File: config.mk
export PLATFORM = sky130hd
export DESIGN_NAME = midi_voice_allocator_unit_flat
export DESIGN_NICKNAME = d
export VERILOG_FILES = /design/src/design/mva_pkg.sv /design/src/design/mva_in_if.sv /design/src/design/mva_out_if.sv /design/src/design/mva_ctrl.sv /design/src/design/mva_datapath.sv /design/src/design/midi_voice_allocator_unit.sv /design/src/flat_wrapper.sv
export SDC_FILE = /design/constraint.sdc
export NUM_CORES = 1
export LEC_CHECK = 0
export BUFFER_PORTS_ARGS = -buffer_cell sky130_fd_sc_hd__buf_2
export CAP_MARGIN = 20
export CORE_ASPECT_RATIO = 0.75
export CORE_MARGIN = 4
export CORE_UTILIZATION = 65
export CTS_CLUSTER_DIAMETER = 150
export DETAILED_ROUTE_END_ITERATION = 12
export GPL_TIMING_DRIVEN = 0
export HOLD_SLACK_MARGIN = 0.05
export PLACE_DENSITY_LB_ADDON = 0.3
export SLEW_MARGIN = 20
export SYNTH_ARGS = -nofsm -noshare
export SYNTH_HDL_FRONTEND = slang
export SYNTH_HIERARCHICAL = 1
export SYNTH_SLANG_ARGS = --single-unit
File: constraint.sdc
create_clock -name clk -period 23.9 [get_ports clk]
set_clock_uncertainty 0.1 [all_clocks]
set_input_delay 2.39 -clock clk [delete_from_list [all_inputs] [get_ports clk]]
set_output_delay 2.39 -clock clk [all_outputs]
set_load 0.005 [all_outputs]
File: src/design/mva_pkg.sv
// Shared types and constants for the MIDI voice allocator.
package mva_pkg;

  localparam int VOICES_DEF = 6;

  localparam logic [6:0] SPLIT_KEY   = 7'd60;
  localparam logic [7:0] LEAST_INIT  = 8'd255;
  localparam int         IDLE_W      = 16;
  localparam int         CHAN_W      = 3;

  localparam logic [2:0] MODE_SIX     = 3'd0;
  localparam logic [2:0] MODE_SPLIT33 = 3'd1;
  localparam logic [2:0] MODE_SPLIT31 = 3'd2;
  localparam logic [2:0] MODE_FOUR    = 3'd3;
  localparam logic [2:0] MODE_SPLIT41 = 3'd4;

  typedef enum logic [1:0] {
    OP_NOTE_ON  = 2'd0,
    OP_NOTE_OFF = 2'd1,
    OP_TICK     = 2'd2,
    OP_CLEAR    = 2'd3
  } op_t;

  typedef enum logic {
    ST_IDLE = 1'b0,
    ST_EXEC = 1'b1
  } ctl_state_t;

  typedef struct packed {
    logic capture;
    logic apply;
    logic load_out;
  } mva_cmd_t;

  typedef struct packed {
    logic has_result;
  } mva_status_t;

endpackage

File: src/design/mva_in_if.sv
// Request channel: one MIDI event per transfer.
interface mva_in_if;
  logic       valid;
  logic       ready;
  logic [1:0] operation;
  logic [6:0] key_number;
  logic [6:0] note_velocity;

  modport source (output valid, output operation, output key_number,
                  output note_velocity, input ready);
  modport sink   (input valid, input operation, input key_number,
                  input note_velocity, output ready);
endinterface

File: src/design/mva_out_if.sv
// Response channel: chosen voice and match flag per transfer.
interface mva_out_if;
  logic       valid;
  logic       ready;
  logic [2:0] voice_channel;
  logic       key_matched;

  modport source (output valid, output voice_channel, output key_matched, input ready);
  modport sink   (input valid, input voice_channel, input key_matched, output ready);
endinterface

File: src/design/mva_ctrl.sv
// Controller: event sequencing and response valid handling.
module mva_ctrl
  import mva_pkg::*;
(
  input  logic        clk,
  input  logic        rst,
  input  logic        in_valid,
  output logic        in_ready,
  output logic        out_valid,
  input  logic        out_ready,
  input  mva_status_t status,
  output mva_cmd_t    cmd
);

  ctl_state_t state, state_next;
  logic       out_valid_next;

  always_ff @(posedge clk) begin
    if (rst) begin
      state     <= ST_IDLE;
      out_valid <= 1'b0;
    end else begin
      state     <= state_next;
      out_valid <= out_valid_next;
    end
  end

  always_comb begin
    state_next = state;
    in_ready   = 1'b0;
    cmd        = '0;
    case (state)
      ST_IDLE: begin
        in_ready = !rst;
        if (in_valid && !rst) begin
          cmd.capture = 1'b1;
          state_next  = ST_EXEC;
        end
      end
      ST_EXEC: begin
        if (!status.has_result) begin
          cmd.apply  = 1'b1;
          state_next = ST_IDLE;
        end else if (!out_valid || out_ready) begin
          cmd.apply    = 1'b1;
          cmd.load_out = 1'b1;
          state_next   = ST_IDLE;
        end
      end
      default: state_next = ST_IDLE;
    endcase
    if (cmd.load_out)
      out_valid_next = 1'b1;
    else if (out_ready)
      out_valid_next = 1'b0;
    else
      out_valid_next = out_valid;
  end

`ifndef NO_ASSERTIONS
  a_load_needs_result: assert property (@(posedge clk) disable iff (rst)
    cmd.load_out |-> status.has_result)
    else $error("response loaded for an event without result");

  a_load_sets_valid: assert property (@(posedge clk) disable iff (rst)
    cmd.load_out |=> out_valid)
    else $error("response valid not raised after load");

  a_exec_stall: assert property (@(posedge clk) disable iff (rst)
    (state == ST_EXEC && !cmd.apply) |-> (out_valid && !out_ready))
    else $error("event held without a blocked response");
`endif

endmodule

File: src/design/mva_datapath.sv
// Datapath: voice state, voice selection and response register.
module mva_datapath
  import mva_pkg::*;
#(
  parameter int VOICES = VOICES_DEF
) (
  input  logic        clk,
  input  logic        rst,
  input  logic        cfg_we,
  input  logic [2:0]  cfg_wdata,
  input  logic [1:0]  operation,
  input  logic [6:0]  key_number,
  input  logic [6:0]  note_velocity,
  input  mva_cmd_t    cmd,
  output mva_status_t status,
  output logic [CHAN_W-1:0] voice_channel,
  output logic        key_matched
);

  localparam int VW = $clog2(VOICES);
  localparam int RW = $clog2(VOICES + 1);

  logic [2:0]        mode_q;
  op_t               op_q;
  logic [6:0]        key_q;
  logic [6:0]        vel_q;
  logic [6:0]        held_key [VOICES];
  logic [6:0]        held_vel [VOICES];
  logic [IDLE_W-1:0] idle_cnt [VOICES];
  logic [VOICES-1:0] busy;

  logic              low;
  logic [RW-1:0]     lo, hi;
  logic [VOICES-1:0] in_range, free;
  logic [VW-1:0]     free_pick, steal_pick, on_pick, off_pick;
  logic [IDLE_W-1:0] best;
  logic [7:0]        least;
  logic              off_hit;

  always_comb begin
    low = key_q < SPLIT_KEY;
    case (mode_q)
      MODE_SPLIT33: begin
        lo = low ? RW'(0) : RW'(3);
        hi = low ? RW'(3) : RW'(6);
      end
      MODE_SPLIT31: begin
        lo = low ? RW'(0) : RW'(3);
        hi = low ? RW'(3) : RW'(4);
      end
      MODE_FOUR: begin
        lo = RW'(0);
        hi = RW'(4);
      end
      MODE_SPLIT41: begin
        lo = low ? RW'(0) : RW'(4);
        hi = low ? RW'(4) : RW'(5);
      end
      default: begin
        lo = RW'(0);
        hi = RW'(VOICES);
      end
    endcase

    for (int v = 0; v < VOICES; v++)
      in_range[v] = (RW'(v) >= lo) && (RW'(v) < hi);
    free = in_range & ~busy;

    // last free voice, then first with greatest nonzero idle count
    free_pick = '0;
    for (int v = 0; v < VOICES; v++)
      if (free[v]) free_pick = VW'(v);
    best = '0;
    for (int v = 0; v < VOICES; v++)
      if (free[v] && idle_cnt[v] > best) begin
        best      = idle_cnt[v];
        free_pick = VW'(v);
      end

    // steal: first lowest velocity in range
    least      = LEAST_INIT;
    steal_pick = '0;
    for (int v = 0; v < VOICES; v++)
      if (in_range[v] && {1'b0, held_vel[v]} < least) begin
        least      = {1'b0, held_vel[v]};
        steal_pick = VW'(v);
      end

    on_pick = (|free) ? free_pick : steal_pick;

    off_hit  = 1'b0;
    off_pick = '0;
    for (int v = VOICES - 1; v >= 0; v--)
      if (held_key[v] == key_q) begin
        off_hit  = 1'b1;
        off_pick = VW'(v);
      end

    status.has_result = (op_q == OP_NOTE_ON) || (op_q == OP_NOTE_OFF);
  end

  always_ff @(posedge clk) begin
    if (cmd.capture) begin
      op_q  <= op_t'(operation);
      key_q <= key_number;
      vel_q <= note_velocity;
    end
    if (cmd.load_out) begin
      if (op_q == OP_NOTE_ON) begin
        voice_channel <= CHAN_W'({1'b0, on_pick} + (VW + 1)'(1));
        key_matched   <= 1'b1;
      end else begin
        voice_channel <= off_hit ? CHAN_W'({1'b0, off_pick} + (VW + 1)'(1))
                                 : CHAN_W'(1);
        key_matched   <= off_hit;
      end
    end
  end

  always_ff @(posedge clk) begin
    if (rst) begin
      mode_q <= MODE_SIX;
    end else if (cfg_we) begin
      mode_q <= cfg_wdata;
    end
  end

  always_ff @(posedge clk) begin
    if (rst) begin
      busy <= '0;
      for (int v = 0; v < VOICES; v++) begin
        held_key[v] <= '0;
        held_vel[v] <= '0;
        idle_cnt[v] <= '0;
      end
    end else if (cmd.apply) begin
      case (op_q)
        OP_NOTE_ON: begin
          busy[on_pick]     <= 1'b1;
          held_key[on_pick] <= key_q;
          held_vel[on_pick] <= vel_q;
          idle_cnt[on_pick] <= '0;
        end
        OP_NOTE_OFF: begin
          if (off_hit) begin
            busy[off_pick]     <= 1'b0;
            held_key[off_pick] <= '0;
            held_vel[off_pick] <= '0;
            idle_cnt[off_pick] <= '0;
          end
        end
        OP_TICK: begin
          for (int v = 0; v < VOICES; v++)
            if (!busy[v]) idle_cnt[v] <= idle_cnt[v] + IDLE_W'(1);
        end
        OP_CLEAR: begin
          busy <= '0;
          for (int v = 0; v < VOICES; v++) begin
            held_key[v] <= '0;
            held_vel[v] <= '0;
            idle_cnt[v] <= '0;
          end
        end
        default: ;
      endcase
    end
  end

`ifndef NO_ASSERTIONS
  a_note_on_busy: assert property (@(posedge clk) disable iff (rst)
    (cmd.apply && op_q == OP_NOTE_ON) |=> busy[$past(on_pick)])
    else $error("allocated voice not marked busy");

  a_clear_all: assert property (@(posedge clk) disable iff (rst)
    (cmd.apply && op_q == OP_CLEAR) |=> (busy == '0))
    else $error("voices still busy after clear");
`endif

endmodule

File: src/design/midi_voice_allocator_unit.sv
// Top level of the MIDI voice allocator.
// Usage:
//   req carries one event per transfer: operation (note on, note off, tick,
//   clear all), key_number and note_velocity.
//   rsp carries one transfer for each note on and note off: voice_channel
//   (1..6) and key_matched. Tick and clear give no response.
//   cfg_we / cfg_wdata write voice_mode; write it only while no event is
//   in flight.
// Timing:
//   An event is captured in the idle state and executed in the exec state;
//   its response is registered as it executes. A new event is taken only
//   after the last one has executed; the two-state controller enforces this.
//   While a response waits on rsp, the next event is still taken; a note
//   event is held in execution until the pending response transfers.
// Reset (rst, synchronous): all voices free with zero key, velocity and
//   idle count, voice_mode six-voice, no response pending.
module midi_voice_allocator_unit
  import mva_pkg::*;
#(
  parameter int VOICES = VOICES_DEF
) (
  input  logic       clk,
  input  logic       rst,
  input  logic       cfg_we,
  input  logic [2:0] cfg_wdata,
  mva_in_if.sink     req,
  mva_out_if.source  rsp
);

  mva_cmd_t    cmd;
  mva_status_t status;

  mva_ctrl u_ctrl (
    .clk       (clk),
    .rst       (rst),
    .in_valid  (req.valid),
    .in_ready  (req.ready),
    .out_valid (rsp.valid),
    .out_ready (rsp.ready),
    .status    (status),
    .cmd       (cmd)
  );

  mva_datapath #(
    .VOICES (VOICES)
  ) u_datapath (
    .clk           (clk),
    .rst           (rst),
    .cfg_we        (cfg_we),
    .cfg_wdata     (cfg_wdata),
    .operation     (req.operation),
    .key_number    (req.key_number),
    .note_velocity (req.note_velocity),
    .cmd           (cmd),
    .status        (status),
    .voice_channel (rsp.voice_channel),
    .key_matched   (rsp.key_matched)
  );

endmodule

File: src/flat_wrapper.sv
// flat-port wrapper written by rule: the top's interface ports become plain ports
module midi_voice_allocator_unit_flat import mva_pkg::*;
#(
  parameter int VOICES = VOICES_DEF
)
  (clk, rst, cfg_we, cfg_wdata, req_valid, req_operation, req_key_number, req_note_velocity, req_ready, rsp_valid, rsp_voice_channel, rsp_key_matched, rsp_ready);
  mva_in_if req_i ();
  mva_out_if rsp_i ();
  input  logic clk;
  input  logic rst;
  input  logic cfg_we;
  input  logic [2:0] cfg_wdata;
  input wire logic [$bits(req_i.valid)-1:0] req_valid;
  input wire logic [$bits(req_i.operation)-1:0] req_operation;
  input wire logic [$bits(req_i.key_number)-1:0] req_key_number;
  input wire logic [$bits(req_i.note_velocity)-1:0] req_note_velocity;
  output wire logic [$bits(req_i.ready)-1:0] req_ready;
  output wire logic [$bits(rsp_i.valid)-1:0] rsp_valid;
  output wire logic [$bits(rsp_i.voice_channel)-1:0] rsp_voice_channel;
  output wire logic [$bits(rsp_i.key_matched)-1:0] rsp_key_matched;
  input wire logic [$bits(rsp_i.ready)-1:0] rsp_ready;
  assign req_i.valid = req_valid;
  assign req_i.operation = req_operation;
  assign req_i.key_number = req_key_number;
  assign req_i.note_velocity = req_note_velocity;
  assign req_ready = req_i.ready;
  assign rsp_valid = rsp_i.valid;
  assign rsp_voice_channel = rsp_i.voice_channel;
  assign rsp_key_matched = rsp_i.key_matched;
  assign rsp_i.ready = rsp_ready;
  midi_voice_allocator_unit #(.VOICES(VOICES)) u_core (.clk(clk), .rst(rst), .cfg_we(cfg_we), .cfg_wdata(cfg_wdata), .req(req_i), .rsp(rsp_i));
endmodule
==> results of run 1 <==
==> per-layer routing <==
metal  track usage (%)  vias to the layer above  wire, um
met4              7.07                        0       881
met3              7.45                       90      4600
met1              46.3                     6093     16900
met5                 0                        -         0
li1                  -                     6068         -
met2              49.6                      740     17000
==> worst min-delay path, cell delays in order, from the launching register on <==
cell and delay (ns):
dfxtp_1 0.34, nand3_1 0.07, a22oi_1 0.05
==> registers in the layout (all words and copies together), names as in the netlist <==
register / cells
u_core/u_datapath/key_q: 7
u_core/u_datapath/op_q: 2
u_core/u_datapath/busy: 6
u_core/u_datapath/held_vel: 42
u_core/u_datapath/vel_q: 7
u_core/u_datapath/held_key: 42
u_core/u_datapath/key_matched: 1
u_core/u_datapath/idle_cnt: 96
u_core/u_datapath/mode_q: 3
u_core/u_datapath/voice_channel: 3
u_core/u_ctrl/out_valid: 1
u_core/u_ctrl/state: 1
==> metrics by stage <==
step | utilization, % | cell area [sq um] | instances
2_1_floorplan | - | 14200 | 1611
3_3_place_gp | 69.0 | 14700 | 1928
3_5_place_dp | 69.2 | 14700 | 1930
4_1_cts | 72.7 | 15500 | 1972
5_1_grt | 72.8 | 15500 | 1972
6_report | 72.8 | 15500 | 1972
==> logic make-up (layout without fill, tap and decap cells) <==
group | count (synthesis) | count (layout) | synth area share (%)
adder cells (fa/ha/maj) | 118 | 118 | 10.4
AND/OR/NAND/NOR | 607 | 607 | 20.9
multiplexers | 64 | 64 | 4.79
XOR/XNOR | 63 | 63 | 3.94
AO/OA/AOI/OAI | 390 | 390 | 18.2
flip-flops | 211 | 211 | 37.1
buffers and inverters | 158 | 231 | 4.74
==> placed cells by master (no fill, tap or decap), types with 19 or more instances in the layout <==
cell type / count
nor2_1: 168
nand2_1: 125
a21oi_1: 119
ha_1: 118
dfxtp_1: 107
edfxtp_1: 104
inv_1: 79
nand3_1: 79
o21ai_0: 69
nor3_1: 54
clkbuf_1: 53
buf_2: 45
and3_1: 42
a211oi_1: 40
xor2_1: 33
nand4_1: 32
mux2_2: 32
mux2i_1: 32
xnor2_1: 29
o211ai_1: 24
clkbuf_16: 23
o21a_1: 22
and2_1: 20
a31oi_1: 19
==> power by group through the flow <==
| stage | clock [mW] | combinational (mW) | sequential [mW] |
|---|---|---|---|
| finish | 0.356 | 0.189 | 0.397 |
| global route | 0.377 | 0.204 | 0.397 |
| CTS | 0.359 | 0.182 | 0.396 |
| detailed placement | 0 | 0.180 | 0.404 |
| global placement | 0 | 0.170 | 0.404 |
| floorplan | 0 | 0.129 | 0.402 |
==> layout make-up <==
class | instances | area (sq um) | share of cell area [%]
multi-input cells | 1242 | 8290 | 53.5
flip-flops and latches | 211 | 5270 | 34.0
clock buffers | 30 | 623 | 4.02
plain buffers | 76 | 365 | 2.36
well taps | 288 | 360 | 2.32
inverters | 82 | 308 | 1.99
repair buffers | 31 | 168 | 1.08
clock inverters | 12 | 121 | 0.783
==> worst paths after layout <==
path / endpoint / slack, ns / startpoint
worst max-delay path: u_core/u_datapath/held_key[0][0]$_SDFFCE_PN0P_ / 7.04 / u_core/u_datapath/key_q[2]$_DFFE_PP_
worst min register to register: u_core/u_datapath/idle_cnt[3][14]$_SDFFE_PP0P_ / 0.41 / u_core/u_datapath/idle_cnt[3][14]$_SDFFE_PP0P_
worst max register to register: u_core/u_datapath/held_key[0][0]$_SDFFCE_PN0P_ / 7.04 / u_core/u_datapath/key_q[2]$_DFFE_PP_
worst min-delay path: u_core/u_datapath/idle_cnt[3][14]$_SDFFE_PP0P_ / 0.41 / u_core/u_datapath/idle_cnt[3][14]$_SDFFE_PP0P_
==> reports/metrics.yaml, run 1 <==
timing:
  relSlewSlack_pct: 33.6
  tns_ns: 0
  timing.final.ws_setup_ns: 7.04
  fmax_mhz: 59.3
  rsz0062_at_grt: "false"
  hold_viol_final: 0
  min_period_ns: 16.86
  report.final.slew_viol_count: 0
  fin_hold_ws_ns: 0.415
  worstMarginPinSlew_ns: 0.994
  finalSetupViolations: 0
  period_share_pct: 70.5
hold_path:
  min_path_cells: 2
  min_path_type: "reg -> reg"
logic_synthesis:
  ys.flop_type: "dfxtp_1"
  syn_area_sq_um: 14200
  synth_enable_flop_cells: 104
  yosysTopAreaCellShare_pct: 22.0
  synth.most_common_cell: "nor2_1"
  yosys-top-cells-count: "168 x nor2_1, 125 x nand2_1, 119 x a21oi_1"
  syn_area_per_cell_sq_um: 8.81
  postSynthNetCount: 1753
  synth_area_leader_cell: "edfxtp_1"
  yosys-top-cells-area: "edfxtp_1 22%, dfxtp_1 15%, ha_1 10%"
  ys.warnings.count: 6
  ys_types: 82
  synth_cells: 1611
  synth-async-reset-ratio_pct: 0
  synth_seq_cells: 211
  synth_seq_area_share_pct: 37.1
finish:
  final_nets: 1809
  drive_gt1_share_pct: 9.14
  fillers: 1632
  syn2layout_area_growth_pct: 9.18
  num_antenna_cells: 0
critical_path:
  crit_buf_inv: 13
  crit_cells: 56
  critPathMaxFanout: 14
  required_ns: 23.80
  max_stage_delay_ns: 0.70
  cp.arrival_ns: 16.75
  crit_path_end_kind: "register"
  cp_top_family: "compound AO/OA/AOI/OAI gates"
  r2r_cells: 56
  slowest_stage: "nand3_1"
  worstSetupPathType: "reg -> reg"
  worstSetupStartpointType: "register"
global_route:
  grt_overflow_total: 0
  antenna_found_initial: 0
  grt_usage_pct: 32.1
  grt_pass1_vias: 12266
  grt_start_max_net_pins: 17
  grt_pass1_wl_mm: 63.0
placed_design:
  dpl_worst_slack_ns: 7.67
  gp_congestion: 0.982
  dpl.hpwl_mm: 29.3
  port_buffers: 29
floorplanning:
  die_x_um: 179
  die_h_um: 136
  core_sq_um: 21300
  row_count: 46
  dieArea_sq_um: 24300
  start_util_pct: 66.7
  ioPinCount: 30
power:
  p_sw_share_pct: 30.0
  p_int_uw: 660
  powerDensity_nw_per_um2: 60.8
  p_comb_share_pct: 20.1
  seqPwrFrac_pct: 42.1
  p_sw_uw: 282
  total_power_uw: 942
  clock_power_share_pct: 37.8
  total_leakage_power_nw: 6.13
  peakVddDrop_v: 0.0000527
clock_tree:
  cts_root_buf: "clkbuf_16"
  max-clock-path-buffers: 3
  clkSinkCount: 211
  cts_setup_buffers: 0
  clk_latency_ns: 0.54
  cts_tree: "yes"
  cts-htree-levels: 1
  cts_hold_buf: 0
  path_clk_slew_ns: 0.06
  cts_buffers: 23
  post_cts_resized: 0
route:
  wl_mm: 39.3
  ant_nets: 0
  vias: 12991
  wire_per_inst_um: 19.9
  drtIter0Drc: 1775
  drc_errors: 0
  first_pass_iters: 7
  vias_per_cell: 6.59
run:
  max_cap_violations: 0
run_status:
  status: "finished clean"
No activity file was read; power rests on OpenSTA's default activity.
==> run 2, diff against run 1 <==
--- a/config.mk
+++ b/config.mk
@@ -9,7 +9,7 @@
 export CAP_MARGIN = 20
 export CORE_ASPECT_RATIO = 0.75
 export CORE_MARGIN = 4
-export CORE_UTILIZATION = 65
+export CORE_UTILIZATION = 64
 export CTS_CLUSTER_DIAMETER = 150
 export DETAILED_ROUTE_END_ITERATION = 12
 export GPL_TIMING_DRIVEN = 0
==> constraint.sdc (replaced) <==
create_clock -name clk -period 15.6 [get_ports clk]
set_clock_uncertainty 0.1 [all_clocks]
set_input_delay 1.56 -clock clk [delete_from_list [all_inputs] [get_ports clk]]
set_output_delay 1.56 -clock clk [all_outputs]
set_load 0.005 [all_outputs]
==> reports/metrics.yaml, run 2 (same netlist as run 1, synthesis figures left out) <==
run_status:
  status: "finished clean"
finish:
  multiInputGateArea_sq_um: 8350  # +0.77%
  largest_register: "u_core/u_datapath/idle_cnt"
  fillers: 1575  # -3.5%
  register_area_sq_um: 5270  # unchanged
  syn2layout_area_growth_pct: 9.78
  layout_common_cells: "167 x nor2_1, 125 x nand2_1, 118 x a21oi_1, 118 x ha_1, 107 x dfxtp_1"
  drive_gt1_share_pct: 10.2  # +1.1 points
  largest_reg_flops: 96  # unchanged
  final_nets: 1816  # +0.39%
  num_antenna_cells: 0  # unchanged
  reg.largest.list: "u_core/u_datapath/idle_cnt x96, u_core/u_datapath/held_key x42, u_core/u_datapath/held_vel x42"
  final_common_cell: "nor2_1"
clock_tree:
  clkSinkCount: 211  # unchanged
  cts_hold_buf: 0  # unchanged
  cts_buffers: 22  # -4.3%
  cts_tree: "yes"
  path_clk_slew_ns: 0.06  # about the same
  cts-htree-levels: 1  # unchanged
  max-clock-path-buffers: 3  # unchanged
  cts_root_buf: "clkbuf_16"
  clk_latency_ns: 0.53  # about the same
floorplanning:
  row_count: 46  # unchanged
  start_util_pct: 66.1  # -0.54 points
  die_h_um: 137  # +0.73%
  ioPinCount: 30  # unchanged
  dieArea_sq_um: 24700  # +1.5%
  core_sq_um: 21500  # +0.81%
  die_x_um: 180  # +0.74%
timing:
  tns_ns: 0  # unchanged
  fin_hold_ws_ns: 0.418  # +0.00340 ns
  period_share_pct: 96.0  # +26 points
  finalSetupViolations: 0  # unchanged
  fmax_mhz: 66.7  # +13%
  worstMarginPinSlew_ns: 1.25  # +0.259 ns
  report.final.slew_viol_count: 0  # unchanged
  relSlewSlack_pct: 16.3  # -17 points
  min_period_ns: 14.98  # -1.88 ns
  hold_viol_final: 0  # unchanged
route:
  drc_errors: 0  # unchanged
  wl_mm: 39.2  # -0.25%
  drtIter0Drc: 1599  # -9.9%
  ant_nets: 0  # unchanged
  wire_per_inst_um: 19.8  # -0.55%
  vias: 12969  # -0.17%
  vias_per_cell: 6.56  # -0.47%
  first_pass_iters: 6  # -1
run:
  max_cap_violations: 0  # unchanged
hold_path:
  min_path_type: "reg -> reg"
  min_to: "u_core/u_ctrl/out_valid$_SDFFE_PP0P_"
  min_path_cells: 2  # unchanged
  hp-start: "u_core/u_ctrl/out_valid$_SDFFE_PP0P_"
critical_path:
  max_stage_delay_ns: 0.59  # -0.11 ns
  r2r_slack_ns: 0.62  # -6.42 ns
  critPathMostFrequentCell: "clkbuf_2"
  cp.arrival_ns: 15.04  # -1.71 ns
  required_ns: 15.66  # -8.14 ns
  worstSetupStartpointType: "register"
  crit_path_end_kind: "register"
  r2r_cells: 54  # -3.6%
  worstSetupPathType: "reg -> reg"
  r2r-end: "u_core/u_datapath/held_vel[1][3]$_SDFFCE_PN0P_"
  critPathMaxFanout: 14  # unchanged
  slowest_stage: "or4_1"
  r2r-start: "u_core/u_datapath/key_q[2]$_DFFE_PP_"
global_route:
  antenna_found_initial: 0  # unchanged
  grt_pass1_vias: 12087  # -1.5%
  grt_start_max_net_pins: 17  # unchanged
  grt_pass1_wl_mm: 62.6  # -0.55%
  grt_overflow_total: 0  # unchanged
  grt_usage_pct: 31.1  # -1.0 points
power:
  powerDensity_nw_per_um2: 90.7  # +49%
  peakVddDrop_v: 0.0000907  # +72%
  total_leakage_power_nw: 6.17  # +0.79%
  total_power_mw: 1.41  # +50%
placed_design:
  port_buffers: 29  # unchanged
  dpl.hpwl_mm: 29.2  # about the same
  gp_congestion: 0.953  # -3.0%
run 2: cell type report:
class / instances / area share, %
Multi-Input combinational cell: 1242 / 53.6
Sequential cell: 211 / 33.8
Clock buffer: 33 / 3.94
Buffer: 76 / 2.42
Tap cell: 288 / 2.31
Inverter: 82 / 1.97
Timing Repair Buffer: 39 / 1.54
Clock inverter: 7 / 0.433
run 2: worst max path at each step:
stage | end | start | cells past startpoint
global route | u_core/u_datapath/held_vel[0][6]$_SDFFCE_PN0P_ | u_core/u_datapath/key_q[2]$_DFFE_PP_ | 56
CTS | u_core/u_datapath/held_vel[0][1]$_SDFFCE_PN0P_ | u_core/u_datapath/key_q[2]$_DFFE_PP_ | 54
global placement | u_core/u_datapath/held_vel[3][3]$_SDFFCE_PN0P_ | u_core/u_datapath/key_q[2]$_DFFE_PP_ | 55
detailed placement | u_core/u_datapath/held_key[0][0]$_SDFFCE_PN0P_ | u_core/u_datapath/key_q[2]$_DFFE_PP_ | 54
floorplan | u_core/u_datapath/held_key[5][0]$_SDFFCE_PN0P_ | u_core/u_datapath/mode_q[2]$_SDFFE_PP0P_ | 55
finish | u_core/u_datapath/held_vel[1][3]$_SDFFCE_PN0P_ | u_core/u_datapath/key_q[2]$_DFFE_PP_ | 54
run 2: what timing repair did:
action	CTS	global route
gates resized for setup	11	19
pin swaps	1	3
setup buffers	1	7
setup endpoints to repair	197	273
run 2: metal layers:
metal	vias up	global-route usage (%)	part of all wire (%)	wire [um]
li1	6074	-	-	-
met1	6071	44.4	43	16900
met2	732	48.4	43	16700
met3	90	7.49	12	4660
met4	2	6.85	2.4	924
met5	-	2.40	0.21	83
run 2: through the flow:
step | worst slack [ns] | utilization, % | cells | instance area (sq um)
floorplan | 2.41 | - | 1611 | 14200
global placement | -1.13 | 68.5 | 1928 | 14700
detailed placement | -0.568 | 68.7 | 1930 | 14700
CTS | 0.0753 | 72.1 | 1971 | 15500
global route | -0.0198 | 72.6 | 1978 | 15600
finish | 0.619 | 72.6 | 1978 | 15600
run 2: power breakdown:
| group | switching, mW | internal (mW) |
|---|---|---|
| sequential | 0.0101 | 0.597 |
| clock | 0.225 | 0.289 |
| combinational | 0.192 | 0.0997 |
run 2: worst max-delay path, delay by kind of cell (launching register included):
| family | cells | cell delay (ns) |
|---|---|---|
| compound gates | 17 | 4.38 |
| fa+ha+maj | 5 | 1.56 |
| buf+inv | 11 | 2.57 |
| flops | 1 | 0.44 |
| mux | 3 | 1.18 |
| simple gates | 18 | 4.32 |
